$ cat src/design/cltp_pkg.sv
// Shared types and constants for the CAN text line parser.
// Used by cltp_front, cltp_queue, cltp_back and can_text_line_parser_core.
package cltp_pkg;

    // Line status codes; ST_OK also serves as "no error yet"
    typedef enum logic [2:0] {
        ST_OK        = 3'd0,
        ST_EMPTY     = 3'd1,
        ST_NO_PREFIX = 3'd2,
        ST_MISSING   = 3'd3,
        ST_BAD_LEN   = 3'd4,
        ST_BAD_DATA  = 3'd5
    } status_t;

    // Field steps: prefix, id, dlc, eight data tokens, all tokens seen
    localparam logic [3:0] STEP_PREFIX    = 4'd0;
    localparam logic [3:0] STEP_ID        = 4'd1;
    localparam logic [3:0] STEP_LEN       = 4'd2;
    localparam logic [3:0] STEP_DATA0     = 4'd3;
    localparam logic [3:0] STEP_DATA_LAST = 4'd10;
    localparam logic [3:0] STEP_DONE      = 4'd11;

    // Phase inside an open token
    localparam logic [1:0] WP_START = 2'd0;  // nothing taken yet
    localparam logic [1:0] WP_SIGN  = 2'd1;  // sign taken, or high nibble of data byte
    localparam logic [1:0] WP_ZERO  = 2'd2;  // leading zero of id, or data byte complete
    localparam logic [1:0] WP_DIGIT = 2'd3;  // in the digits

    localparam int          PREFIX_LEN = 4;
    localparam logic [2:0]  PREFIX_END = 3'd4;
    localparam logic [7:0]  SIM_WORD [PREFIX_LEN] = '{8'h53, 8'h49, 8'h4D, 8'h20};

    localparam logic [3:0]  LEN_MAX = 4'd8;
    localparam logic [3:0]  LEN_SAT = 4'd9;

    // Queue depth between front and back, a power of two
    localparam int QDEPTH = 2;

    // Character classes worked out by the front
    typedef struct packed {
        logic       is_cr_nul;
        logic       is_space;
        logic       is_hex;
        logic [3:0] hex_val;
        logic       is_dec;
        logic       is_sign;
        logic       is_minus;
        logic       is_lead;
        logic       is_x;
        logic       is_zero;
        logic [PREFIX_LEN-1:0] pmatch;
    } char_class_t;

    // One request in the queue
    typedef struct packed {
        char_class_t cls;
        logic        is_nl;   // newline: end the line, character not taken
        logic        forced;  // take the character, then end the line
    } item_t;

    typedef struct packed {
        logic full;
        logic empty;
    } q_stat_t;

    // Per-line parser state
    typedef struct packed {
        logic [3:0]  field_step;
        logic [2:0]  prefix_pos;
        logic        in_word;
        logic [1:0]  word_pos;
        logic [31:0] id_acc;
        logic        id_minus;
        logic        number_stopped;
        logic [3:0]  len_acc;
        logic        len_minus;
        logic [63:0] byte_shift;
        logic [3:0]  high_nibble;
        status_t     err_code;
        logic        rest_ignored;
    } psr_state_t;

    localparam psr_state_t PSR_CLEAR = '{
        field_step:     STEP_PREFIX,
        prefix_pos:     3'd0,
        in_word:        1'b0,
        word_pos:       WP_START,
        id_acc:         32'd0,
        id_minus:       1'b0,
        number_stopped: 1'b0,
        len_acc:        4'd0,
        len_minus:      1'b0,
        byte_shift:     64'd0,
        high_nibble:    4'd0,
        err_code:       ST_OK,
        rest_ignored:   1'b0
    };

endpackage

$ cat src/design/cltp_front.sv
// Front of the parser: classifies each character and counts line length.
// Depends on cltp_pkg; feeds cltp_queue.
module cltp_front #(
    parameter int LINE_MAX = 128
) (
    input  logic                clk,
    input  logic                rst_n,
    input  logic                take,
    input  logic [7:0]          char_in,
    output cltp_pkg::item_t     item
);
    import cltp_pkg::*;

    localparam int CW = $clog2(LINE_MAX);
    localparam logic [CW-1:0] CNT_LAST = CW'(LINE_MAX - 1);

    localparam logic [7:0] CH_NUL   = 8'h00;
    localparam logic [7:0] CH_TAB   = 8'h09;
    localparam logic [7:0] CH_NL    = 8'h0A;
    localparam logic [7:0] CH_VT    = 8'h0B;
    localparam logic [7:0] CH_FF    = 8'h0C;
    localparam logic [7:0] CH_CR    = 8'h0D;
    localparam logic [7:0] CH_SPACE = 8'h20;
    localparam logic [7:0] CH_PLUS  = 8'h2B;
    localparam logic [7:0] CH_MINUS = 8'h2D;
    localparam logic [7:0] CH_ZERO  = 8'h30;
    localparam logic [7:0] CH_NINE  = 8'h39;
    localparam logic [7:0] CH_UA    = 8'h41;
    localparam logic [7:0] CH_UF    = 8'h46;
    localparam logic [7:0] CH_LA    = 8'h61;
    localparam logic [7:0] CH_LF    = 8'h66;
    localparam logic [7:0] CH_UX    = 8'h58;
    localparam logic [7:0] CH_LX    = 8'h78;

    logic [CW-1:0] cnt_reg;
    logic [CW-1:0] cnt_next;
    logic [CW-1:0] cnt_inc;
    logic          is_nl;
    logic          forced;
    logic          dec;
    logic          up_hex;
    logic          lo_hex;
    logic [7:0]    hex_off;

    // Classify the character
    always_comb
    begin
        dec     = (char_in >= CH_ZERO) && (char_in <= CH_NINE);
        up_hex  = (char_in >= CH_UA) && (char_in <= CH_UF);
        lo_hex  = (char_in >= CH_LA) && (char_in <= CH_LF);
        hex_off = 8'd0;
        if (dec)
        begin
            hex_off = char_in - CH_ZERO;
        end
        else if (up_hex)
        begin
            hex_off = char_in - CH_UA + 8'd10;
        end
        else if (lo_hex)
        begin
            hex_off = char_in - CH_LA + 8'd10;
        end

        item.cls.is_cr_nul = (char_in == CH_CR) || (char_in == CH_NUL);
        item.cls.is_space  = (char_in == CH_SPACE);
        item.cls.is_hex    = dec || up_hex || lo_hex;
        item.cls.hex_val   = hex_off[3:0];
        item.cls.is_dec    = dec;
        item.cls.is_sign   = (char_in == CH_PLUS) || (char_in == CH_MINUS);
        item.cls.is_minus  = (char_in == CH_MINUS);
        item.cls.is_lead   = (char_in == CH_TAB) || (char_in == CH_VT) || (char_in == CH_FF);
        item.cls.is_x      = (char_in == CH_UX) || (char_in == CH_LX);
        item.cls.is_zero   = (char_in == CH_ZERO);
        for (int i = 0; i < PREFIX_LEN; i++)
        begin
            item.cls.pmatch[i] = (char_in == SIM_WORD[i]);
        end
        item.is_nl  = is_nl;
        item.forced = forced;
    end

    // Count characters of the line; force an end at the length limit
    always_comb
    begin
        is_nl    = (char_in == CH_NL);
        cnt_inc  = cnt_reg + 1'b1;
        forced   = !is_nl && (cnt_inc == CNT_LAST);
        cnt_next = cnt_reg;
        if (take)
        begin
            if (is_nl || forced)
            begin
                cnt_next = '0;
            end
            else
            begin
                cnt_next = cnt_inc;
            end
        end
    end

    always_ff @(posedge clk or negedge rst_n)
    begin
        if (!rst_n)
        begin
            cnt_reg <= '0;
        end
        else
        begin
            cnt_reg <= cnt_next;
        end
    end

endmodule

$ cat src/design/cltp_queue.sv
// Short request queue between front and back of the parser.
// Depends on cltp_pkg.
module cltp_queue (
    input  logic                clk,
    input  logic                rst_n,
    input  logic                push,
    input  cltp_pkg::item_t     wr_item,
    input  logic                pop,
    output cltp_pkg::item_t     rd_item,
    output cltp_pkg::q_stat_t   stat
);
    import cltp_pkg::*;

    localparam int QAW = (QDEPTH > 1) ? $clog2(QDEPTH) : 1;
    localparam logic [QAW:0] QFULL = (QAW + 1)'(QDEPTH);

    item_t          slot_reg [QDEPTH];
    logic [QAW-1:0] wr_ptr_reg;
    logic [QAW-1:0] wr_ptr_next;
    logic [QAW-1:0] rd_ptr_reg;
    logic [QAW-1:0] rd_ptr_next;
    logic [QAW:0]   count_reg;
    logic [QAW:0]   count_next;
    logic           do_push;
    logic           do_pop;

    assign stat.full  = (count_reg == QFULL);
    assign stat.empty = (count_reg == '0);
    assign rd_item    = slot_reg[rd_ptr_reg];

    // Advance pointers and count
    always_comb
    begin
        do_push     = push && !stat.full;
        do_pop      = pop && !stat.empty;
        wr_ptr_next = do_push ? wr_ptr_reg + 1'b1 : wr_ptr_reg;
        rd_ptr_next = do_pop ? rd_ptr_reg + 1'b1 : rd_ptr_reg;
        count_next  = count_reg;
        if (do_push && !do_pop)
        begin
            count_next = count_reg + 1'b1;
        end
        else if (do_pop && !do_push)
        begin
            count_next = count_reg - 1'b1;
        end
    end

    always_ff @(posedge clk or negedge rst_n)
    begin
        if (!rst_n)
        begin
            wr_ptr_reg <= '0;
            rd_ptr_reg <= '0;
            count_reg  <= '0;
        end
        else
        begin
            wr_ptr_reg <= wr_ptr_next;
            rd_ptr_reg <= rd_ptr_next;
            count_reg  <= count_next;
        end
    end

    // Hold the stored requests
    always_ff @(posedge clk)
    begin
        if (do_push)
        begin
            slot_reg[wr_ptr_reg] <= wr_item;
        end
    end

endmodule

$ cat src/design/cltp_back.sv
// Back of the parser: field state machine and the result register.
// Depends on cltp_pkg; takes requests from cltp_queue.
module cltp_back (
    input  logic                clk,
    input  logic                rst_n,
    input  logic                q_valid,
    input  cltp_pkg::item_t     item,
    output logic                pop,
    output logic                out_valid,
    input  logic                out_ready,
    output cltp_pkg::status_t   status,
    output logic [31:0]         frame_id,
    output logic [3:0]          frame_len,
    output logic [63:0]         payload
);
    import cltp_pkg::*;

    function automatic psr_state_t close_token(psr_state_t s);
        psr_state_t t;
        t = s;
        if (s.field_step == STEP_LEN)
        begin
            if ((s.len_minus && s.len_acc != 4'd0) || s.len_acc > LEN_MAX)
            begin
                t.err_code = ST_BAD_LEN;
            end
        end
        else if (s.field_step >= STEP_DATA0 && s.field_step <= STEP_DATA_LAST)
        begin
            if (s.word_pos < WP_ZERO)
            begin
                t.err_code = ST_BAD_DATA;
            end
        end
        t.in_word        = 1'b0;
        t.word_pos       = WP_START;
        t.number_stopped = 1'b0;
        if (t.err_code == ST_OK && s.field_step < STEP_DONE)
        begin
            t.field_step = s.field_step + 4'd1;
        end
        return t;
    endfunction

    function automatic psr_state_t id_char(psr_state_t s, char_class_t k);
        psr_state_t t;
        t = s;
        if (!s.number_stopped)
        begin
            if (s.word_pos == WP_START && k.is_lead)
            begin
                // skip leading blanks
            end
            else if (s.word_pos == WP_START && k.is_sign)
            begin
                t.id_minus = k.is_minus;
                t.word_pos = WP_SIGN;
            end
            else if (s.word_pos <= WP_SIGN)
            begin
                if (k.is_hex)
                begin
                    t.id_acc   = {28'd0, k.hex_val};
                    t.word_pos = k.is_zero ? WP_ZERO : WP_DIGIT;
                end
                else
                begin
                    t.number_stopped = 1'b1;
                end
            end
            else if (s.word_pos == WP_ZERO)
            begin
                if (k.is_x)
                begin
                    t.word_pos = WP_DIGIT;
                end
                else if (k.is_hex)
                begin
                    t.id_acc   = {28'd0, k.hex_val};
                    t.word_pos = WP_DIGIT;
                end
                else
                begin
                    t.number_stopped = 1'b1;
                end
            end
            else
            begin
                if (k.is_hex)
                begin
                    t.id_acc = {s.id_acc[27:0], k.hex_val};
                end
                else
                begin
                    t.number_stopped = 1'b1;
                end
            end
        end
        return t;
    endfunction

    function automatic psr_state_t len_char(psr_state_t s, char_class_t k);
        psr_state_t t;
        t = s;
        if (!s.number_stopped)
        begin
            if (s.word_pos == WP_START && k.is_lead)
            begin
                // skip leading blanks
            end
            else if (s.word_pos == WP_START && k.is_sign)
            begin
                t.len_minus = k.is_minus;
                t.word_pos  = WP_SIGN;
            end
            else if (k.is_dec)
            begin
                // a digit after a nonzero value pushes it above eight: saturate
                t.len_acc  = (s.len_acc == 4'd0) ? k.hex_val : LEN_SAT;
                t.word_pos = WP_DIGIT;
            end
            else
            begin
                t.number_stopped = 1'b1;
            end
        end
        return t;
    endfunction

    function automatic psr_state_t data_char(psr_state_t s, char_class_t k);
        psr_state_t t;
        t = s;
        if (s.word_pos == WP_START)
        begin
            if (k.is_hex)
            begin
                t.high_nibble = k.hex_val;
                t.word_pos    = WP_SIGN;
            end
            else
            begin
                t.err_code = ST_BAD_DATA;
            end
        end
        else if (s.word_pos == WP_SIGN)
        begin
            if (k.is_hex)
            begin
                t.byte_shift = {s.byte_shift[55:0], s.high_nibble, k.hex_val};
                t.word_pos   = WP_ZERO;
            end
            else
            begin
                t.err_code = ST_BAD_DATA;
            end
        end
        return t;
    endfunction

    function automatic psr_state_t take_char(psr_state_t s, char_class_t k);
        psr_state_t t;
        t = s;
        if (s.err_code != ST_OK || s.rest_ignored)
        begin
            // line already decided
        end
        else if (k.is_cr_nul)
        begin
            t.rest_ignored = 1'b1;
        end
        else if (s.field_step == STEP_PREFIX)
        begin
            if (s.prefix_pos < PREFIX_END && k.pmatch[s.prefix_pos[1:0]])
            begin
                t.prefix_pos = s.prefix_pos + 3'd1;
                if (t.prefix_pos == PREFIX_END)
                begin
                    t.field_step = STEP_ID;
                end
            end
            else
            begin
                t.err_code = ST_NO_PREFIX;
            end
        end
        else if (s.field_step >= STEP_DONE)
        begin
            // tokens past the tenth are dropped
        end
        else if (k.is_space)
        begin
            if (s.in_word)
            begin
                t = close_token(s);
            end
        end
        else
        begin
            if (!s.in_word)
            begin
                t.in_word        = 1'b1;
                t.word_pos       = WP_START;
                t.number_stopped = 1'b0;
            end
            if (s.field_step == STEP_ID)
            begin
                t = id_char(t, k);
            end
            else if (s.field_step == STEP_LEN)
            begin
                t = len_char(t, k);
            end
            else
            begin
                t = data_char(t, k);
            end
        end
        return t;
    endfunction

    psr_state_t  state_reg;
    psr_state_t  state_next;
    psr_state_t  s_take;
    psr_state_t  s_close;
    logic        line_end;
    status_t     st;

    logic        out_valid_reg;
    logic        out_valid_next;
    status_t     status_reg;
    logic [31:0] id_reg;
    logic [3:0]  len_reg;
    logic [63:0] data_reg;

    // Pop whenever the result register is free or being drained
    assign pop = q_valid && (!out_valid_reg || out_ready);

    // Update the line state; on a line end, close it and work out the status
    always_comb
    begin
        s_take = state_reg;
        if (!item.is_nl)
        begin
            s_take = take_char(state_reg, item.cls);
        end
        s_close = s_take;
        if (s_take.in_word && s_take.err_code == ST_OK)
        begin
            s_close = close_token(s_take);
        end
        line_end = item.is_nl || item.forced;

        if (s_close.err_code != ST_OK)
        begin
            st = s_close.err_code;
        end
        else if (s_close.field_step == STEP_PREFIX && s_close.prefix_pos == 3'd0)
        begin
            st = ST_EMPTY;
        end
        else if (s_close.field_step == STEP_PREFIX)
        begin
            st = ST_NO_PREFIX;
        end
        else if (s_close.field_step < STEP_DONE)
        begin
            st = ST_MISSING;
        end
        else
        begin
            st = ST_OK;
        end

        state_next = state_reg;
        if (pop)
        begin
            state_next = line_end ? PSR_CLEAR : s_take;
        end

        out_valid_next = out_valid_reg;
        if (pop && line_end)
        begin
            out_valid_next = 1'b1;
        end
        else if (out_ready)
        begin
            out_valid_next = 1'b0;
        end
    end

    always_ff @(posedge clk or negedge rst_n)
    begin
        if (!rst_n)
        begin
            state_reg     <= PSR_CLEAR;
            out_valid_reg <= 1'b0;
        end
        else
        begin
            state_reg     <= state_next;
            out_valid_reg <= out_valid_next;
        end
    end

    // Load the result register at a line end
    always_ff @(posedge clk)
    begin
        if (pop && line_end)
        begin
            status_reg <= st;
            if (st == ST_OK)
            begin
                id_reg   <= s_close.id_minus ? (32'd0 - s_close.id_acc) : s_close.id_acc;
                len_reg  <= s_close.len_acc;
                data_reg <= s_close.byte_shift;
            end
            else
            begin
                id_reg   <= 32'd0;
                len_reg  <= 4'd0;
                data_reg <= 64'd0;
            end
        end
    end

    assign out_valid = out_valid_reg;
    assign status    = status_reg;
    assign frame_id  = id_reg;
    assign frame_len = len_reg;
    assign payload   = data_reg;

endmodule

$ cat src/design/can_text_line_parser_core.sv
// Top level of the CAN text line parser: front, request queue and back.
// Depends on cltp_pkg, cltp_front, cltp_queue and cltp_back.
//
//   channel | signals                                      | direction
//   --------+----------------------------------------------+----------
//   in      | in_valid, in_ready, char_in[7:0]             | to block
//   out     | out_valid, out_ready, status[2:0],           | from block
//           | frame_id[31:0], frame_len[3:0], payload[63:0]|
//
// One character is taken per cycle while the queue has room; a line-end
// result is read from its queue slot into the result register when the
// back pops it.
// The front counts characters and flags the line end; the back updates the
// field state once per request from a two-entry queue.
// Reset clears the counter, the queue and the line state; no clearing pass.
// A stalled result holds the back; the front keeps taking characters until
// the queue is full.
module can_text_line_parser_core #(
    parameter int LINE_MAX = 128
) (
    input  logic        clk,
    input  logic        rst_n,
    input  logic        in_valid,
    output logic        in_ready,
    input  logic [7:0]  char_in,
    output logic        out_valid,
    input  logic        out_ready,
    output logic [2:0]  status,
    output logic [31:0] frame_id,
    output logic [3:0]  frame_len,
    output logic [63:0] payload
);
    import cltp_pkg::*;

    item_t     f_item;
    item_t     q_item;
    q_stat_t   q_stat;
    logic      take;
    logic      pop;
    status_t   status_b;

    assign in_ready = !q_stat.full;
    assign take     = in_valid && in_ready;
    assign status   = status_b;

    cltp_front #(
        .LINE_MAX (LINE_MAX)
    ) u_front (
        .clk     (clk),
        .rst_n   (rst_n),
        .take    (take),
        .char_in (char_in),
        .item    (f_item)
    );

    cltp_queue u_queue (
        .clk     (clk),
        .rst_n   (rst_n),
        .push    (take),
        .wr_item (f_item),
        .pop     (pop),
        .rd_item (q_item),
        .stat    (q_stat)
    );

    cltp_back u_back (
        .clk       (clk),
        .rst_n     (rst_n),
        .q_valid   (!q_stat.empty),
        .item      (q_item),
        .pop       (pop),
        .out_valid (out_valid),
        .out_ready (out_ready),
        .status    (status_b),
        .frame_id  (frame_id),
        .frame_len (frame_len),
        .payload   (payload)
    );

`ifndef SYNTHESIS
    // Queue is never full and empty at once
    a_q_stat: assert property (@(posedge clk) disable iff (!rst_n)
        !(q_stat.full && q_stat.empty))
        else $error("queue full and empty together");

    // A request in the queue with a free result register is popped
    a_pop: assert property (@(posedge clk) disable iff (!rst_n)
        (!q_stat.empty && !out_valid) |-> pop)
        else $error("back stalled with free result register");

    // A failed line carries no frame
    a_fail_zero: assert property (@(posedge clk) disable iff (!rst_n)
        (out_valid && status_b != ST_OK) |->
        (frame_id == 32'd0 && frame_len == 4'd0 && payload == 64'd0))
        else $error("frame fields set on a failed line");

    // A good frame has a length of at most eight
    a_len: assert property (@(posedge clk) disable iff (!rst_n)
        (out_valid && status_b == ST_OK) |-> (frame_len <= LEN_MAX))
        else $error("frame length above eight");
`endif

endmodule
$ cat config.mk
export PLATFORM = sky130hd
export DESIGN_NAME = can_text_line_parser_core
export DESIGN_NICKNAME = d
export VERILOG_FILES = /design/src/design/cltp_pkg.sv /design/src/design/cltp_front.sv /design/src/design/cltp_queue.sv /design/src/design/cltp_back.sv /design/src/design/can_text_line_parser_core.sv
export SDC_FILE = /design/constraint.sdc
export NUM_CORES = 1
export LEC_CHECK = 0
export BUFFER_PORTS_ARGS = -buffer_cell sky130_fd_sc_hd__buf_2
export CORE_ASPECT_RATIO = 0.9
export CORE_MARGIN = 4
export CORE_UTILIZATION = 61
export CTS_BUF_LIST = sky130_fd_sc_hd__clkbuf_16
export DETAILED_ROUTE_END_ITERATION = 10
export PLACE_DENSITY = 0.78
export SETUP_SLACK_MARGIN = 0.1
export SLEW_MARGIN = 20
export SYNTH_ARGS = -nofsm -noshare
export SYNTH_HDL_FRONTEND = slang
export SYNTH_SLANG_ARGS = --single-unit
$ cat constraint.sdc
create_clock -name clk -period 10 [get_ports clk]
set_input_delay 2 -clock clk [delete_from_list [all_inputs] [get_ports clk]]
set_output_delay 2 -clock clk [all_outputs]
set_load 0.01 [all_outputs]
==> results.md, run 1 <==
- Sum Neg Setup Slack: 0 ns
- Post-synth net total: about 1.3k
- Final clock skew: between 0.02 and 0.03 ns
- CTS hold repair buffers: 0
- Most frequent cells in the layout: 208 x nand2_1, 139 x edfxtp_1, 133 x dfrtp_1
- WL final: roughly 33 mm
- Commonest non-fill, non-tap cell in the layout: nand2_1
- CTS H-tree depth: 1
- Resized cells post-CTS: 0
- Setup crit start kind: flop
- Slew HR: between 20 and 30%
- Largest area contributor in the netlist: edfxtp_1
- GP Congestion: just under 1
- Sequential cell area: ~7500 sq um
- Routed len/inst: just under 20 um
- Area of the multi-input gates: 5705 sq um
- Post-Syn Instances: between 1k and 1.5k
- Number of synthesized flops with an enable pin: around 140
- Final core occ: 69.55%
- Clock sinks: approximately 270
- TritonRoute pass-1 iters: 6
- Area contributors post-synth: edfxtp_1 31%, dfrtp_1 25%, nand2_1 5.8%
- Sequential share of the synthesized area: a little under three fifths
- Crit Path Class: flop to flop
- Max FO, Critical Path: 98
- Yosys warns: 0
- Class of the worst hold path: flop to flop
- Filler cell count: 1642
- # DRC: 0
- DR vias/cell: 6.374
- Initial antenna violation count: 0
- Number of global-route vias before repair: ~10k
- Inserted Diodes: 0
- Worst-case clock buffer depth: 3
- Initial Util: between 60% and 70%
- Full die area: ~25000 sq um
- Fmax: 0.2256 GHz
- Post-Synthesis Mean Instance Area: between 10 and 15 sq um
- # IOs: 117
- Buffers on Ports: 116
- CP endpoint kind: flop
- Share of layout cells above drive strength 1: 15.00%
- Initial drt markers: ~1.3k
- Reg clk slew, reported paths: around 0.060 ns
- Vias: between 10k and 15k
- Tcrit/Tclk final: ~44%
- Nets@finish: around 1.4k
- Final Hold Fails: 0
- Final setup violation count: 0
- Final Critical Period: between 4 and 5 ns
- Max-cap violations: 0
- CP Data Required Time: slightly above 10 ns
- Post-Syn Area: 13530 sq um
- Power Density: 229.6 nW/um^2
- Leak pwr: between 5 and 6 nW
- Unrepaired setup endpoints after global routing: no
- CTS Buf Count: 27
- CORE AREA: ~22000 sq um
- Clock Latency Late Sink: roughly 0.55 ns
- Die Ht: ~150 um
- FP Rows: 51
- Yosys top cell area share: a little under a third
- Maximum number of pins on one net before global-route repair: 99
- Slew Viols, Final: 0
- Status: finished, final reports clean
- GR Overflow Total: 0
- Post-DP HPWL: 21.60 mm
- CP arrival: between 4 and 5 ns
- #FFs+latches synth: 272
- Total power: about 3.5 mW
- Max VDD drop: 0.2427 mV
- Async set-reset flop share out of synthesis: approximately half
- Root Buffer: clkbuf_16
- Dominant synthesized flop cell: edfxtp_1
- First-pass GRT wire length: between 50 and 60 mm
- Gr usage total: a little over a quarter
- Die X: roughly 170 um
- Area grow syn2layout: 11.83%
- Post-CTS Setup Inserts: 0
- Unique cell type count in the Yosys netlist: between 70 and 80
- Antenna-violating nets left: 0
- Worst slew pin tran: approximately 1.0 ns
- CTS tree: built
- Largest register FFs: approximately 120
synth_stat cells (16+ instances only):
master,number
nand2_1,208
edfxtp_1,139
mux2i_1,24
a22oi_1,17
o21ai_0,85
dfrtp_1,133
a21oi_1,89
nor3_1,28
xnor2_1,16
nand3_1,24
a22o_1,81
nor2_1,93
clkbuf_1,60
worst paths after layout:
| path | from | to | slack (ns) | depth (start not counted) |
|---|---|---|---|---|
| max reg2reg | u_queue.rd_ptr_reg | u_back.frame_id[0] | 5.57 | 8 |
| max | u_queue.rd_ptr_reg | u_back.frame_id[0] | 5.57 | 8 |
| min in group asynchronous | rst_n | u_back.state_reg[25] | 1.39 | 1 |
| min | u_back.state_reg[108] | u_back.state_reg[108] | 0.49 | 2 |
| min reg2reg | u_back.state_reg[108] | u_back.state_reg[108] | 0.49 | 2 |
| max in group asynchronous | rst_n | u_back.state_reg[82] | 6.85 | 3 |
per-stage QoR:
step | std cells | hold slack, ns | setup WS (ns) | area, sq um
6_report | 1691 | 0.4922 | 5.567 | 15130
5_1_grt | 1691 | 0.5179 | 5.214 | 15130
4_1_cts | 1691 | 0.4913 | 5.480 | 15120
3_5_place_dp | 1642 | 0.4786 | 5.312 | 14340
3_3_place_gp | 1642 | 0.4688 | 5.406 | 14340
2_1_floorplan | 1292 | 0.4492 | 5.074 | 13530
kinds of logic after synthesis:
group           after synthesis  synth area share [%]
compound gates              376                 19.36
xor+xnor                     31                 2.006
fa+ha+maj                    14                 1.294
buf+inv                      90                 2.718
flops                       272                 55.44
mux                          37                 2.857
simple gates                472                 16.33
worst max-delay path: stages (launching register included):
cell and delay (ns):
dfrtp_1 0.33, buf_4 0.35, nor3b_1 0.59, o211ai_1 0.45, nor4_1 0.45, a41oi_1 0.41, a221oi_4 0.64, nand2_8 0.53
nor2_1 0.43
layout make-up:
cell class | instances | area share (%)
Tap cell | 291 | 2.406
Clock inverter | 22 | 0.7193
Multi-Input combinational cell | 930 | 37.70
Sequential cell | 272 | 49.57
Inverter | 15 | 0.3886
Clock buffer | 27 | 4.465
Timing Repair Buffer | 134 | 4.746
power breakdown:
group	internal [mW]	switching, mW	leakage (nW)
Combinational	0.294	0.679	2.29
Sequential	1.50	0.0983	3.20
Clock	0.490	0.417	0.415
per-layer routing:
| metal | wire length (um) | global-route usage [%] | up-vias |
|---|---|---|---|
| met2 | 15010 | 40.43 | 503 |
| met4 | 1053 | 8.482 | 0 |
| met5 | 0 | 0 | - |
| li1 | - | - | 4976 |
| met3 | 2517 | 3.095 | 84 |
| met1 | 14670 | 41.89 | 5215 |
Power figures use the tool's default switching activity.
==> inputs of run 2 (changes only) <==
--- a/config.mk
+++ b/config.mk
@@ -5,13 +5,14 @@
 export SDC_FILE = /design/constraint.sdc
 export NUM_CORES = 1
 export LEC_CHECK = 0
+export ABC_AREA = 1
 export BUFFER_PORTS_ARGS = -buffer_cell sky130_fd_sc_hd__buf_2
 export CORE_ASPECT_RATIO = 0.9
 export CORE_MARGIN = 4
-export CORE_UTILIZATION = 61
+export CORE_UTILIZATION = 55
 export CTS_BUF_LIST = sky130_fd_sc_hd__clkbuf_16
 export DETAILED_ROUTE_END_ITERATION = 10
-export PLACE_DENSITY = 0.78
+export PLACE_DENSITY = 0.74
 export SETUP_SLACK_MARGIN = 0.1
 export SLEW_MARGIN = 20
 export SYNTH_ARGS = -nofsm -noshare
==> constraint.sdc (replaced) <==
create_clock -name clk -period 3.59 [get_ports clk]
set_input_delay 0.718 -clock clk [delete_from_list [all_inputs] [get_ports clk]]
set_output_delay 0.718 -clock clk [all_outputs]
set_load 0.01 [all_outputs]
==> run 2 against run 1 <==
Against the previous run: power grew to 4.5 times the previous value; die area grew 19%; sequential share of layout area shrank 7.7 points; first-iteration DRC count shrank 7.2%; core utilization shrank 0.99 points; wire length grew 8.9%; worst hold slack lost 0.33 ns; combinational power grew to 8.4 times the previous value; synthesized area grew 7.9%; critical endpoint is now u_back.payload[14]; cell count grew 27%.
==> results.md, run 2 <==
- Worst slack at placement: 0.007884 ns (-5.305 ns)
- CP Buf/Inv Count: 3 (+2)
- Total power: 15.67 mW (+350%)
- Unique cell type count in the Yosys netlist: 53 (-29%)
- Tcrit/Tclk final: 97.19% (+53 points)
- Maximum number of pins on one net before global-route repair: 121 (+22%)
- Worst path slowest cell: dfrtp_2
- Vias: 11.99k (+11%)
- Final setup violation count: 0 (unchanged)
- Count leader, synth: nand2_1
- Initial antenna violation count: 0 (unchanged)
- Comb pwr share: 52.4% (+24 points)
- Reg-to-Reg Start: u_back.state_reg[119]
- Max VDD drop: 1.110 mV (+360%)
- Post-Syn Instances: 1573 (+22%)
- Slew Viols, Final: 0 (unchanged)
- Largest register FFs: 121 (unchanged)
- Clock share of power: 19.1% (-7.0 points)
- Nets@finish: 1798 (+28%)
- Leading cell types by count after synthesis: 309 x nand2_1, 215 x inv_1, 139 x edfxtp_1
- Power Density: 874.5 nW/um^2 (+280%)
- Number of synthesized flops with an enable pin: 139 (unchanged)
- Status: finished, final reports clean
- Inserted Diodes: 0 (unchanged)
- Initial drt markers: 1186 (-7.2%)
- TritonRoute pass-1 iters: 6 (unchanged)
- Number of global-route vias before repair: 10.90k (+7.8%)
- Clock Latency Late Sink: 0.57 ns (+0.02 ns)
- P_sw: 6.939 mW (+480%)
- Area contributors post-synth: edfxtp_1 29%, dfrtp_1 23%, nand2_1 7.9%
- Worst setup endpoint: u_back.payload[14]
- Sw Ratio: 44.28% (+9.9 points)
- Post-DP HPWL: 23.58 mm (+9.2%)
- CORE AREA: 26140 sq um (+20%)
- Max stage delay on crit path: 0.48 ns (-0.16 ns)
- Yosys warns: 0 (unchanged)
- Worst-path cell chain: nor2_4, nand2_4, buf_4, nand2_1, o21ai_0, o21ai_0, nand2_1, a22oi_2, nand2_1, nor2_4, nor2_4, a21oi_1, nor3_2, nand3_2, nand3_4, buf_12, buf_12, nor3_4
- CTS tree: built
- Class of the worst hold path: primary input to asynchronous set/reset pin
- R2r worst-path depth: 18 (+10)
- Share of layout cells above drive strength 1: 29.49% (+14 points)
- CP top delay family: simple AND/OR/NAND/NOR gates
- Sequential share of the synthesized area: 51.39% (-4.0 points)
- Slew HR: 41.45% (+12 points)
- Routed len/inst: 16.90 um (-14%)
- Post-Syn Area: 14600 sq um (+7.9%)
- DR vias/cell: 5.597 (-12%)
- Unrepaired setup endpoints after global routing: yes
- Die X: 179.7 um (+8.9%)
- Area grow syn2layout: 22.75%
- Final Hold Fails: 0 (unchanged)
- Clock sinks: 272 (unchanged)
- # IOs: 117 (unchanged)
- Die Ht: 162.6 um (+8.9%)
- Post-Synthesis Mean Instance Area: 9.280 sq um (-11%)
- # DRC: 0 (unchanged)
- Reg clk slew, reported paths: 0.06 ns (about the same)
- Max-cap violations: 0 (unchanged)
- Final Critical Period: 3.489 ns (-0.9442 ns)
- CTS Buf Count: 28 (+3.7%)
- Crit Path Class: flop to flop
- Max FO, Critical Path: 8 (-92%)
- Largest area contributor in the netlist: edfxtp_1
- Gr usage total: 22.77% (-4.3 points)
- Final core occ: 68.56% (-0.99 points)
- Root Buffer: clkbuf_16
- Yosys top cell area share: 28.59% (-2.2 points)
- Filler cell count: 1977 (+20%)
- Min Hold Slack: 0.1630 ns (-0.3292 ns)
- GP Congestion: 0.9429 (-2.3%)
- CP endpoint kind: flop
- Leak pwr: 7.955 nW (+35%)
- Reg-to-Reg End: u_back.payload[14]
- Worst slew pin tran: 0.8783 ns (-0.1639 ns)
- Sequential power share: 28.6% (-17 points)
- Final clock skew: 0.02375 ns (-0.001295 ns)
- First-pass GRT wire length: 55.91 mm (+4.2%)
- Fmax: 0.2866 GHz (+27%)
- CP Data Required Time: 4.00 ns (-6.33 ns)
- Antenna-violating nets left: 0 (unchanged)
- Non-Filler Instances: 2142 (+27%)
- Worst reg2reg setup slack: 0.10 ns (-5.47 ns)
- #FFs+latches synth: 272 (unchanged)
- Setup WS post-layout: 0.1008 ns (-5.466 ns)
- CP arrival: 3.90 ns (-0.87 ns)
- Post-synth net total: 1599 (+21%)
- Setup crit start: u_back.state_reg[119]
- Setup crit start kind: flop
- Async set-reset flop share out of synthesis: 48.90% (unchanged)
- Most frequent cells in the layout: 282 x nand2_1, 211 x inv_1, 139 x edfxtp_1
- Crit path depth: 18 (+10)
- Worst-case clock buffer depth: 3 (unchanged)
- Commonest non-fill, non-tap cell in the layout: nand2_1
- Dpl cells: 2025 (+23%)
- P_int: 8.730 mW (+280%)
- Initial Util: 55.86% (-6.3 points)
- WL final: 36.20 mm (+8.9%)
- Full die area: 29220 sq um (+19%)
- CTS H-tree depth: 1 (unchanged)
- GR Overflow Total: 0 (unchanged)
- CTS hold repair buffers: 0 (unchanged)
- Dominant synthesized flop cell: edfxtp_1
- Buffers on Ports: 116 (unchanged)
- FP Rows: 56 (+9.8%)
## run 2: cell count changes after synthesis, sizes merged, moves of 66 or more
cell	previous run	this run
o22ai	6	95
a22o	81	0
nand2	209	318
nor3	28	113
a21oi	89	23
inv	14	230
## run 2: worst min-delay path by stage
stage	from	slack, ns	to	cells after the start
after global placement	u_back.state_reg[6]	0.46	u_back.state_reg[6]	2
after CTS	rst_n	0.19	u_back.state_reg[98]	1
final	rst_n	0.16	u_back.state_reg[98]	1
after global routing	rst_n	0.19	u_back.state_reg[98]	1
after detailed placement	u_back.state_reg[6]	0.48	u_back.state_reg[6]	2
after floorplan	rst_n	0.42	u_back.out_valid	0
## run 2: worst register-to-register path, stage by stage, from the launching register on
cell,delay (ns)
dfrtp_2,0.48
nor2_4,0.23
nand2_4,0.11
buf_4,0.15
nand2_1,0.13
o21ai_0,0.11
o21ai_0,0.19
nand2_1,0.11
a22oi_2,0.23
nand2_1,0.14
nor2_4,0.16
nor2_4,0.06
a21oi_1,0.32
nor3_2,0.10
nand3_2,0.12
nand3_4,0.19
buf_12,0.22
buf_12,0.16
nor3_4,0.16
## run 2: per-layer routing
layer  track usage (%)  vias to the layer above  part of all wire, %
met2             37.33                      470                   48
li1                  -                     5742                    -
met1             32.96                     5706                   43
met5                 0                        -                    0
met4             4.467                        0                  2.0
met3             3.260                       71                  6.7
## run 2: final cells by class
| cell class | count | area (sq um) | share of cell area (%) |
|---|---|---|---|
| Clock buffer | 29 | 725.7 | 4.050 |
| Clock inverter | 23 | 232.7 | 1.299 |
| Inverter | 232 | 888.4 | 4.958 |
| Multi-Input combinational cell | 992 | 6257 | 34.92 |
| Sequential cell | 272 | 7510 | 41.91 |
| Tap cell | 348 | 435.4 | 2.430 |
| Timing Repair Buffer | 246 | 1869 | 10.43 |
## run 2: cell families (layout without fill, tap and decap cells)
family / Yosys count / in the layout / share of synthesized area, %
buffers and inverters: 309 / 530 / 9.394
adder cells (fa/ha/maj): 14 / 14 / 1.200
AND/OR/NAND/NOR: 639 / 639 / 23.25
XOR/XNOR: 30 / 30 / 1.800
flip-flops: 272 / 272 / 51.39
AO/OA/AOI/OAI: 307 / 307 / 12.82
multiplexers: 2 / 2 / 0.1371
## run 2: per-stage QoR
step | cell area [sq um] | TNS, ns
after floorplan | 14610 | 0
after detailed placement | 15790 | 0
after CTS | 16770 | 0
final | 17920 | 0
after global routing | 17920 | -2.952
after global placement | 15790 | 0
## run 2: power groups by stage
| stage | combinational [mW] | clock [mW] | sequential (mW) |
|---|---|---|---|
| after floorplan | 4.69 | 0 | 4.82 |
| after global placement | 6.62 | 0 | 4.52 |
| after detailed placement | 6.68 | 0 | 4.53 |
| after CTS | 6.71 | 3.03 | 4.48 |
| after global routing | 8.69 | 3.17 | 4.55 |
| final | 8.21 | 2.99 | 4.48 |
## run 2: timing repair
action,CTS,global route
buffers inserted,1,57
pin swaps,1,36
endpoints found under the setup margin,94,101
gates resized for setup,6,140
cloned,0,7
==> inputs of run 3 (changes only) <==
--- a/config.mk
+++ b/config.mk
@@ -12,6 +12,8 @@
 export CORE_UTILIZATION = 55
 export CTS_BUF_LIST = sky130_fd_sc_hd__clkbuf_16
 export DETAILED_ROUTE_END_ITERATION = 10
+export GPL_TIMING_DRIVEN = 1
+export MAX_ROUTING_LAYER = met4
 export PLACE_DENSITY = 0.74
 export SETUP_SLACK_MARGIN = 0.1
 export SLEW_MARGIN = 20
==> run 3 against run 2 <==
Against the previous run: wire length is 3.1% higher; via count is 0.10% lower; critical path depth is 9 higher; sequential share of layout area is 0.21 points lower; combinational power is 20% higher; register-to-register slack worse by 0.04 ns; first-iteration DRC count is 8.3% lower; clock power is 6% lower; setup slack worse by 0.043 ns; global-route usage is 0.95 points higher; power is 9.5% higher; sequential power hardly changed.
==> results.md, run 3 (synthesis results as in run 2) <==
- Status: finished, final reports clean
- WL final: 37.34 mm (+3.1%)
- Setup crit start kind: flop
- Routed len/inst: 17.45 um (+3.3%)
- Unrepaired setup endpoints after global routing: yes
- Commonest non-fill, non-tap cell in the layout: nand2_1
- Fin area: 18000 sq um (+0.47%)
- GR Overflow Total: 0 (unchanged)
- Sequential cell area: 7507 sq um (about the same)
- Leak pwr: 8.047 nW (+1.2%)
- Max FO, Critical Path: 15 (+7)
- Worst-case clock buffer depth: 3 (unchanged)
- CP endpoint kind: flop
- Max stage delay on crit path: 0.45 ns (-0.03 ns)
- Worst slew pin tran: 0.9887 ns (+0.1105 ns)
- Area of the multi-input gates: 6211 sq um (-0.74%)
- Final clock skew: 0.01390 ns (-0.009853 ns)
- Final setup violation count: 0 (unchanged)
- Area grow syn2layout: 23.32%
- Maximum number of pins on one net before global-route repair: 121 (unchanged)
- Clock sinks: 272 (unchanged)
- Nets@finish: 1795 (-0.17%)
- Placed cell area: 15760 sq um (-0.21%)
- Number of global-route vias before repair: 11.12k (+2.0%)
- FP Rows: 56 (unchanged)
- Full die area: 29220 sq um (unchanged)
- Die X: 179.7 um (unchanged)
- Most frequent cells in the layout: 287 x nand2_1, 218 x inv_1, 139 x edfxtp_1
- Worst path slowest cell: dfrtp_2
- # DRC: 0 (unchanged)
- Reg clk slew, reported paths: 0.06 ns (about the same)
- Die Ht: 162.6 um (unchanged)
- Final Critical Period: 3.532 ns (+0.04250 ns)
- CP Buf/Inv Count: 6 (+3)
- Inserted Diodes: 0 (unchanged)
- Worst reg2reg setup slack: 0.06 ns (-0.04 ns)
- R2r worst-path depth: 27 (+9)
- Clock Latency Late Sink: 0.55 ns (-0.02 ns)
- Crit Path Class: flop to flop
- Crit path depth: 27 (+9)
- Tcrit/Tclk final: 98.38% (+1.2 points)
- CORE AREA: 26140 sq um (unchanged)
- Root Buffer: clkbuf_16
- Max VDD drop: 1.027 mV (-7.5%)
- Gr usage total: 23.72% (+0.95 points)
- Total power: 17.17 mW (+9.5%)
- Largest register FFs: 121 (unchanged)
- Antenna-violating nets left: 0 (unchanged)
- Initial Util: 55.86% (unchanged)
- # IOs: 117 (unchanged)
- Slew Viols, Final: 0 (unchanged)
- Power Density: 953.5 nW/um^2 (+9.0%)
- CTS H-tree depth: 1 (unchanged)
- Reg-to-Reg Start: u_queue.rd_ptr_reg
- TritonRoute pass-1 iters: 6 (unchanged)
- Slew HR: 34.08% (-7.4 points)
- Share of layout cells above drive strength 1: 28.64% (-0.84 points)
- Vias: 11.98k (-0.10%)
- Reg-to-Reg End: u_back.frame_id[30]
- CP top delay family: simple AND/OR/NAND/NOR gates
- DR vias/cell: 5.599 (about the same)
- CTS Buf Count: 28 (unchanged)
- Initial drt markers: 1088 (-8.3%)
- First-pass GRT wire length: 56.15 mm (+0.42%)
- CTS tree: built
- GP Congestion: 0.9589 (+1.7%)
- Buffers on Ports: 116 (unchanged)
- Fmax: 0.2831 GHz (-1.2%)
- Initial antenna violation count: 0 (unchanged)
- CP arrival: 3.82 ns (-0.08 ns)
- Final Hold Fails: 0 (unchanged)
- CP Data Required Time: 3.88 ns (-0.12 ns)
- Post-DP HPWL: 23.63 mm (+0.22%)
- Filler cell count: 1975 (-0.10%)
- Class of the worst hold path: primary input to asynchronous set/reset pin
- Max-cap violations: 0 (unchanged)
==> run 3: stage by stage <==
stage / util, % / instances / TNS (ns) / setup WS (ns) / hold WS (ns)
6_report: 68.88 / 2139 / 0 / 0.05825 / 0.09957
5_1_grt: 68.88 / 2139 / -9.330 / -0.1447 / 0.1165
4_1_cts: 64.26 / 2084 / 0 / 0.1143 / 0.1001
3_5_place_dp: 60.30 / 2024 / 0 / 0.003559 / 0.4768
3_3_place_gp: 60.30 / 2024 / 0 / 0.08776 / 0.4694
2_1_floorplan: - / 1573 / 0 / 0.1906 / 0.4224
==> run 3: area by class of cell <==
class | count | area share (%)
Inverter | 232 | 4.969
Clock inverter | 22 | 0.8132
Multi-Input combinational cell | 992 | 34.50
Tap cell | 348 | 2.419
Timing Repair Buffer | 243 | 11.43
Sequential cell | 272 | 41.70
Clock buffer | 30 | 4.170
==> run 3: worst max-delay path by stage <==
stage,from,endpoint,slack [ns]
after floorplan,out_ready,u_back.state_reg[5],0.19
after global placement,u_back.state_reg[117],u_back.frame_id[18],0.09
after detailed placement,u_back.state_reg[117],u_back.frame_id[28],0.004
after CTS,u_back.state_reg[118],u_back.frame_id[28],0.11
after global routing,u_queue.rd_ptr_reg,u_back.payload[60],-0.14
final,u_queue.rd_ptr_reg,u_back.frame_id[30],0.06
==> run 3: power breakdown <==
group          internal (mW)  total, mW  switching [mW]
Clock                   1.58       2.80            1.22
Combinational           3.76       9.87            6.11
Sequential              4.22       4.49           0.266
Total                   9.57       17.2            7.60
==> run 3: timing repair <==
action	4_1_cts	5_1_grt
hold buffers	0	0
pin swaps	3	29
gates resized for setup	19	140
gates cloned	1	12
endpoints found under the setup margin	97	101
setup buffers	7	43
==> run 3: per-layer routing <==
layer / vias up / global-route usage [%] / wire, um
li1: 5734 / - / -
met2: 471 / 38.01 / 18030
met3: 64 / 3.484 / 2461
met1: 5708 / 32.45 / 16040
met4: 0 / 5.748 / 809
met5: - / - / 0
